### src/sfla_pkg.sv
package sfla_pkg;

  localparam int TABLE_ENTRIES_DEF = 256;

  localparam logic KIND_ALLOC = 1'b0;
  localparam logic KIND_FREE  = 1'b1;

  typedef enum logic [1:0] {
    ST_OK    = 2'd0,
    ST_NOFIT = 2'd1,
    ST_LOST  = 2'd2
  } status_e;

  typedef enum logic [3:0] {
    S_IDLE,
    S_A_RD,
    S_A_CHK,
    S_F_RD,
    S_F_CHK,
    S_F_DEC,
    S_SH_RD,
    S_SH_WR,
    S_INS_RD,
    S_INS_WR,
    S_DONE
  } state_e;

  typedef struct packed {
    logic        kind;
    logic [31:0] addr;
    logic [31:0] size;
  } in_item_t;

  typedef struct packed {
    logic [31:0] alloc_addr;
    logic [1:0]  status;
    logic [31:0] total_free;
    logic [8:0]  peak_entries;
    logic [31:0] lost_count;
    logic [31:0] lost_bytes;
  } out_item_t;

  typedef struct packed {
    logic [31:0] start;
    logic [31:0] len;
  } region_t;

  typedef struct packed {
    logic    we;
    region_t wdata;
  } mem_wr_t;

endpackage

### src/sfla_ctrl.sv
module sfla_ctrl #(
  parameter int TABLE_ENTRIES = sfla_pkg::TABLE_ENTRIES_DEF,
  localparam int IW = (TABLE_ENTRIES > 1) ? $clog2(TABLE_ENTRIES) : 1,
  localparam int CW = $clog2(TABLE_ENTRIES + 1)
) (
  input  logic              clk,
  input  logic              rst_n,
  input  logic              req_valid,
  output logic              req_ready,
  input  sfla_pkg::in_item_t req,
  output logic              res_valid,
  input  logic              res_take,
  output sfla_pkg::out_item_t res,
  output logic [CW-1:0]     entry_count,
  output sfla_pkg::mem_wr_t mem_wr,
  output logic [IW-1:0]     mem_waddr,
  output logic [IW-1:0]     mem_raddr,
  input  sfla_pkg::region_t mem_rdata
);
  import sfla_pkg::*;

  state_e        state_r, state_nxt;
  in_item_t      req_r, req_nxt;
  logic [CW-1:0] idx_r, idx_nxt;
  logic [CW-1:0] cnt_r, cnt_nxt;
  logic [CW-1:0] peak_r, peak_nxt;
  logic [IW-1:0] pos_r, pos_nxt;
  region_t       prev_r, prev_nxt;
  region_t       next_r, next_nxt;
  logic          has_prev_r, has_prev_nxt;
  logic          has_next_r, has_next_nxt;
  logic [31:0]   total_r, total_nxt;
  logic [31:0]   lost_cnt_r, lost_cnt_nxt;
  logic [31:0]   lost_bytes_r, lost_bytes_nxt;
  logic [31:0]   res_addr_r, res_addr_nxt;
  status_e       res_status_r, res_status_nxt;

  logic          fit, beyond, at_end, prev_join, next_join, shift_more, not_full, ins_more;
  logic [31:0]   new_len;
  logic [CW:0]   idx_inc;
  logic [CW-1:0] cnt_inc;

  assign new_len    = mem_rdata.len - req_r.size;
  assign fit        = mem_rdata.len >= req_r.size;
  assign beyond     = mem_rdata.start > req_r.addr;
  assign at_end     = idx_r == cnt_r;
  assign prev_join  = has_prev_r && ((prev_r.start + prev_r.len) == req_r.addr);
  assign next_join  = has_next_r && ((req_r.addr + req_r.size) == next_r.start);
  assign idx_inc    = {1'b0, idx_r} + 1'b1;
  assign shift_more = idx_inc < {1'b0, cnt_r};
  assign not_full   = cnt_r < CW'(TABLE_ENTRIES);
  assign ins_more   = idx_r > CW'(pos_r);
  assign cnt_inc    = cnt_r + 1'b1;

  // next state
  always_comb begin
    state_nxt = state_r;
    case (state_r)
      S_IDLE: begin
        if (req_valid) begin
          state_nxt = (req.kind == KIND_FREE) ? S_F_RD : S_A_RD;
        end
      end
      S_A_RD:   state_nxt = at_end ? S_DONE : S_A_CHK;
      S_A_CHK: begin
        if (fit) begin
          state_nxt = (new_len == 32'd0) ? S_SH_RD : S_DONE;
        end else begin
          state_nxt = S_A_RD;
        end
      end
      S_F_RD:   state_nxt = at_end ? S_F_DEC : S_F_CHK;
      S_F_CHK:  state_nxt = beyond ? S_F_DEC : S_F_RD;
      S_F_DEC: begin
        if (prev_join) begin
          state_nxt = next_join ? S_SH_RD : S_DONE;
        end else if (next_join) begin
          state_nxt = S_DONE;
        end else if (not_full) begin
          state_nxt = S_INS_RD;
        end else begin
          state_nxt = S_DONE;
        end
      end
      S_SH_RD:  state_nxt = shift_more ? S_SH_WR : S_DONE;
      S_SH_WR:  state_nxt = S_SH_RD;
      S_INS_RD: state_nxt = ins_more ? S_INS_WR : S_DONE;
      S_INS_WR: state_nxt = S_INS_RD;
      S_DONE:   state_nxt = res_take ? S_IDLE : S_DONE;
      default:  state_nxt = S_IDLE;
    endcase
  end

  // datapath and memory control
  always_comb begin
    req_nxt        = req_r;
    idx_nxt        = idx_r;
    cnt_nxt        = cnt_r;
    peak_nxt       = peak_r;
    pos_nxt        = pos_r;
    prev_nxt       = prev_r;
    next_nxt       = next_r;
    has_prev_nxt   = has_prev_r;
    has_next_nxt   = has_next_r;
    total_nxt      = total_r;
    lost_cnt_nxt   = lost_cnt_r;
    lost_bytes_nxt = lost_bytes_r;
    res_addr_nxt   = res_addr_r;
    res_status_nxt = res_status_r;
    mem_wr.we      = 1'b0;
    mem_wr.wdata   = mem_rdata;
    mem_waddr      = idx_r[IW-1:0];
    mem_raddr      = idx_r[IW-1:0];
    req_ready      = 1'b0;
    res_valid      = 1'b0;
    case (state_r)
      S_IDLE: begin
        req_ready      = 1'b1;
        req_nxt        = req;
        idx_nxt        = '0;
        has_prev_nxt   = 1'b0;
        has_next_nxt   = 1'b0;
        res_addr_nxt   = 32'd0;
        res_status_nxt = ST_OK;
      end
      S_A_RD: begin
        if (at_end) begin
          res_status_nxt = ST_NOFIT;
        end
      end
      S_A_CHK: begin
        if (fit) begin
          res_addr_nxt       = mem_rdata.start;
          total_nxt          = total_r - req_r.size;
          // emptied region is dropped by the shift-down loop
          mem_wr.we          = new_len != 32'd0;
          mem_wr.wdata.start = mem_rdata.start + req_r.size;
          mem_wr.wdata.len   = new_len;
        end else begin
          idx_nxt = idx_inc[CW-1:0];
        end
      end
      S_F_CHK: begin
        if (beyond) begin
          next_nxt     = mem_rdata;
          has_next_nxt = 1'b1;
        end else begin
          prev_nxt     = mem_rdata;
          has_prev_nxt = 1'b1;
          idx_nxt      = idx_inc[CW-1:0];
        end
      end
      S_F_DEC: begin
        if (prev_join) begin
          total_nxt          = total_r + req_r.size;
          mem_wr.we          = 1'b1;
          mem_waddr          = IW'(idx_r - 1'b1);
          mem_wr.wdata.start = prev_r.start;
          mem_wr.wdata.len   = prev_r.len + req_r.size + (next_join ? next_r.len : 32'd0);
        end else if (next_join) begin
          total_nxt          = total_r + req_r.size;
          mem_wr.we          = 1'b1;
          mem_wr.wdata.start = req_r.addr;
          mem_wr.wdata.len   = next_r.len + req_r.size;
        end else if (not_full) begin
          total_nxt = total_r + req_r.size;
          pos_nxt   = idx_r[IW-1:0];
          idx_nxt   = cnt_r;
        end else begin
          lost_cnt_nxt   = lost_cnt_r + 32'd1;
          lost_bytes_nxt = lost_bytes_r + req_r.size;
          res_status_nxt = ST_LOST;
        end
      end
      S_SH_RD: begin
        mem_raddr = idx_inc[IW-1:0];
        if (!shift_more) begin
          cnt_nxt = cnt_r - 1'b1;
        end
      end
      S_SH_WR: begin
        mem_wr.we = 1'b1;
        idx_nxt   = idx_inc[CW-1:0];
      end
      S_INS_RD: begin
        mem_raddr = IW'(idx_r - 1'b1);
        if (!ins_more) begin
          mem_wr.we          = 1'b1;
          mem_waddr          = pos_r;
          mem_wr.wdata.start = req_r.addr;
          mem_wr.wdata.len   = req_r.size;
          cnt_nxt            = cnt_inc;
          if (peak_r < cnt_inc) begin
            peak_nxt = cnt_inc;
          end
        end
      end
      S_INS_WR: begin
        mem_wr.we = 1'b1;
        idx_nxt   = idx_r - 1'b1;
      end
      S_DONE: begin
        res_valid = 1'b1;
      end
      default: ;
    endcase
  end

  always_ff @(posedge clk) begin
    if (!rst_n) begin
      state_r      <= S_IDLE;
      cnt_r        <= '0;
      peak_r       <= '0;
      total_r      <= 32'd0;
      lost_cnt_r   <= 32'd0;
      lost_bytes_r <= 32'd0;
    end else begin
      state_r      <= state_nxt;
      cnt_r        <= cnt_nxt;
      peak_r       <= peak_nxt;
      total_r      <= total_nxt;
      lost_cnt_r   <= lost_cnt_nxt;
      lost_bytes_r <= lost_bytes_nxt;
    end
  end

  always_ff @(posedge clk) begin
    req_r        <= req_nxt;
    idx_r        <= idx_nxt;
    pos_r        <= pos_nxt;
    prev_r       <= prev_nxt;
    next_r       <= next_nxt;
    has_prev_r   <= has_prev_nxt;
    has_next_r   <= has_next_nxt;
    res_addr_r   <= res_addr_nxt;
    res_status_r <= res_status_nxt;
  end

  assign res.alloc_addr   = res_addr_r;
  assign res.status       = res_status_r;
  assign res.total_free   = total_r;
  assign res.peak_entries = 9'(peak_r);
  assign res.lost_count   = lost_cnt_r;
  assign res.lost_bytes   = lost_bytes_r;
  assign entry_count      = cnt_r;

endmodule

### config.mk
export PLATFORM = sky130hd
export DESIGN_NAME = sfla_ctrl
export DESIGN_NICKNAME = d
export VERILOG_FILES = /design/src/sfla_pkg.sv /design/src/sfla_ctrl.sv
export SDC_FILE = /design/constraint.sdc
export NUM_CORES = 1
export LEC_CHECK = 0
export BUFFER_PORTS_ARGS = -buffer_cell sky130_fd_sc_hd__buf_2
export CAP_MARGIN = 20
export CORE_MARGIN = 2
export CORE_UTILIZATION = 60
export CTS_BUF_LIST = sky130_fd_sc_hd__clkbuf_16
export CTS_CLUSTER_SIZE = 30
export DETAILED_ROUTE_END_ITERATION = 10
export PLACE_DENSITY = 0.79
export RECOVER_POWER = 25
export SYNTH_ARGS = -nofsm -noshare
export SYNTH_HDL_FRONTEND = slang
export SYNTH_SLANG_ARGS = --single-unit
### constraint.sdc
create_clock -name clk -period 13.3 [get_ports clk]
set_input_delay 1.33 -clock clk [delete_from_list [all_inputs] [get_ports clk]]
set_output_delay 1.33 -clock clk [all_outputs]
set_load 0.02 [all_outputs]
==> summary.txt <==
Synth
  • Top_reg_cell synth: edfxtp_1
  • Syn Nets: 4299
  • Synthesized instance count: about 3800
  • Synth Area in Simple Gates: 18.27%
  • Synth Register Bits: 363
  • Post-synth EDFFs: approximately 250
  • YS warnings: 0
  • Compound-gate portion of the synthesized area: 24.00%
  • Post-synthesis sequential area ratio: 29.61%
  • Mux cell area share after synthesis: 1.121%
  • Adder-cell area share of the yosys netlist: between 10 and 15%
  • Asr flop ratio synth: 0%
  • Syn Area/Cell: 8.601 um2
  • Netlist area before placement: around 0.033 mm2
  • Main combinational cell family by area after synthesis: compound AO/OA/AOI/OAI gates
  • Area share of xor/xnor cells in the synthesized design: under 10%
  • Yosys cell types: 104

CTS
  • Worst-path clk slew: 0.06 ns
  • Max clock buf depth: 3
  • Clock tree sinks: 363
  • Post-CTS setup buffers: 0
  • Cts bufs inserted: 44
  • Clk_lat worst skew: around 0.61 ns
  • Hold_buf cts: 0
  • CTS-repair resized insts: 0
  • H-tree Lvls: 2
  • CTS tree: done
  • Root Buffer: clkbuf_16

Power
  • Gate power share: 66.5%
  • Psw: 4.716 mW
  • Total chip power: 9.114 mW
  • Leak: 15.34 nW
  • Net Sw Frac: 51.75%
  • Sequential power share: 19.7%
  • Pint: 4.398 mW
  • Clock power frac: 13.8%
  • Pwr dens: between 200 and 250 mW/mm2
  • Worst VDD drop: 167.5 uV

Critical path
  • Worst Path Class, Setup: reg -> out
  • Worst Path Buf+Inv: 4
  • Endpoint type of the worst setup path: output port
  • Worst setup path startpoint: req_r[0]
  • Crit path largest cell delay: 0.77 ns
  • WP data arrival: between 10 and 15 ns
  • Startpoint types: flop
  • CP Max Fanout: 33
  • RR Startpoint: state_r[3]
  • Top Family by Delay on Critical Path: compound AO/OA/AOI/OAI gates
  • CP required: 11.97 ns
  • Critical Path Slowest Stage Cell: a2111oi_0

Timing
  • Pins Over Slew Limit: 61
  • Crit path time final: approximately 12 ns
  • Setup Skew: 0.03629 ns
  • RSZ-0062 raised after global routing: false
  • Worst-margin pin slew: around 1.9 ns
  • Final WS setup: 1.491 ns
  • Post-route setup TNS: 0 ns
  • WHS: 0.4731 ns
  • Slew margin rel.: -27.25%
  • Period utilization: 88.79%
  • Final number of hold-violating endpoints: 0
  • Final setup viols: 0
  • Peak Freq: 0.08468 GHz

Placed design
  • GPL Wtd Cong: a little over 1
  • Dpl hpwl: 92930 um
  • Placed insts: 4793
  • Place WS: 2.403 ns
  • Placed inst area: 0.03545 mm2
  • IO Port Bufs: 363

Finish
  • Multi-input logic area: 0.02193 mm2
  • Layout cells sized above 1: 11.60%
  • Final cell count without fillers: slightly below 5000
  • P&R area growth vs syn: 12.21%
  • Final nets: 4628
  • Most frequent cells in the layout: 373 x nand2_1, 355 x a21oi_1, 311 x ha_1
  • Design area: approximately 0.037 mm2
  • Final Core Density: 68.30%
  • Register area: 0.009719 mm2
  • Most common cell after layout, fill and taps aside: nand2_1
  • Fillers: 4529

Route
  • Avg WL per Cell: roughly 24 um
  • Via/cell ratio: 6.625
  • Via count: 32330
  • Aggregate routed wire length: 119400 um
  • Detail Route Antenna Nets: 0
  • Initial DRT Pass Iterations: 7
  • Residual DRC: 0
  • Detailed Route Iter0 Violations: 3588

Floorplanning
  • Io pins: 364
  • Effective utilization at floorplan: 60.87%
  • Chip Width: between 200 and 250 um
  • Core area: 0.05392 mm2
  • Die Ht: ~240 um
  • FP Rows: 85
  • Die Area: 0.05659 mm2

Worst hold path
  • Hold Startpoint: lost_bytes_r[28]
  • Hold WC Path Type: reg -> reg

Global routing
  • Largest net degree at the start of global routing: 70
  • First-pass GRT wire length: 178200 um
  • GRT overflow: 0
  • Global-route usage over all layers: roughly two fifths
  • Antenna violations before repair: 8
  • Vias in the first global route: just under 30000

Flow run
  • Max Cap Viol: 2

Run status
  • Failing checks: capacitance limit, slew limit
  • Status: complete, but fails checks
state kept, by name, indices dropped and copies added, names as in the netlist, 2 cells and up:
name	count
lost_bytes_r	32
prev_r	64
total_r	32
res_addr_r	32
next_r	64
entry_count	9
pos_r	8
peak_r	9
res_status_r	2
req_r	64
lost_cnt_r	32
idx_r	9
state_r	4
power groups by stage:
stage          combinational (mW)  sequential, mW  clock (mW)
6_report                     6.06            1.79        1.26
5_1_grt                      6.53            1.81        1.31
4_1_cts                      5.89            1.78        1.27
3_5_place_dp                 5.84            1.80           0
3_3_place_gp                 5.81            1.79           0
2_1_floorplan                4.02            1.82           0
cell usage after synthesis (30+ instances only):
| master | n | share of area (%) |
|---|---|---|
| nand2_1 | 373 | 4.3 |
| a21oi_1 | 356 | 5.4 |
| ha_1 | 311 | 12 |
| nor2_1 | 254 | 2.9 |
| edfxtp_1 | 245 | 22 |
| xnor2_1 | 231 | 6.2 |
| o21ai_0 | 225 | 3.4 |
| inv_1 | 177 | 2.0 |
| dfxtp_1 | 118 | 7.2 |
| clkbuf_1 | 100 | 1.1 |
| xor2_1 | 100 | 2.7 |
| nor3_1 | 90 | 1.4 |
| a21o_1 | 88 | 2.0 |
| nand3_1 | 83 | 1.3 |
| and2_1 | 82 | 1.6 |
| nand4_1 | 67 | 1.3 |
| o21a_1 | 50 | 1.1 |
| o21bai_1 | 45 | 1.0 |
| o211ai_1 | 42 | 0.96 |
| or3_1 | 42 | 0.80 |
| nor2b_1 | 41 | 0.78 |
| nand2b_1 | 40 | 0.76 |
| a211oi_1 | 39 | 0.89 |
| fa_1 | 39 | 2.4 |
| a31oi_1 | 33 | 0.63 |
| a21boi_0 | 31 | 0.71 |
| and3_1 | 31 | 0.59 |
| buf_2 | 30 | 0.46 |
| nor4_1 | 30 | 0.57 |
cell type report:
type / count / area share (%)
multi-input combinational: 3134 / 59.56
sequential: 363 / 26.39
timing repair buffer: 423 / 5.836
clock buffer: 46 / 3.125
tap: 696 / 2.364
inverter: 179 / 1.828
clock inverter: 36 / 0.8799
antenna: 3 / 0.02038
per-layer routing:
metal | share of wire (%) | vias up | routed length (um) | GRT usage, %
li1 | - | 14900 | - | -
met5 | 0.023 | - | 27 | 0
met1 | 40 | 15200 | 47940 | 55.47
met2 | 43 | 1847 | 51460 | 62.48
met4 | 5.5 | 4 | 6511 | 19.90
met3 | 11 | 375 | 13470 | 8.931
worst paths after layout:
check / to / slack (ns) / cells past startpoint
min reg2reg: lost_bytes_r[28] / 0.47 / 2
max: mem_wr[31] / 1.49 / 33
min: lost_bytes_r[28] / 0.47 / 2
max reg2reg: total_r[31] / 6.47 / 19
tightest hold or removal path, delay by kind of cell (launching register included):
kind	cells	cell delay, ns
flops	1	0.32
simple gates	1	0.06
compound gates	1	0.05
kinds of logic (layout without fill, tap and decap cells):
family                   after synthesis  in the layout
multiplexers                          35             35
buffers and inverters                319            684
flip-flops                           363            363
other                                  0              3
AO/OA/AOI/OAI                       1200           1200
adder cells (fa/ha/maj)              350            350
XOR/XNOR                             333            333
AND/OR/NAND/NOR                     1216           1216
Power figures use the tool's default switching activity.
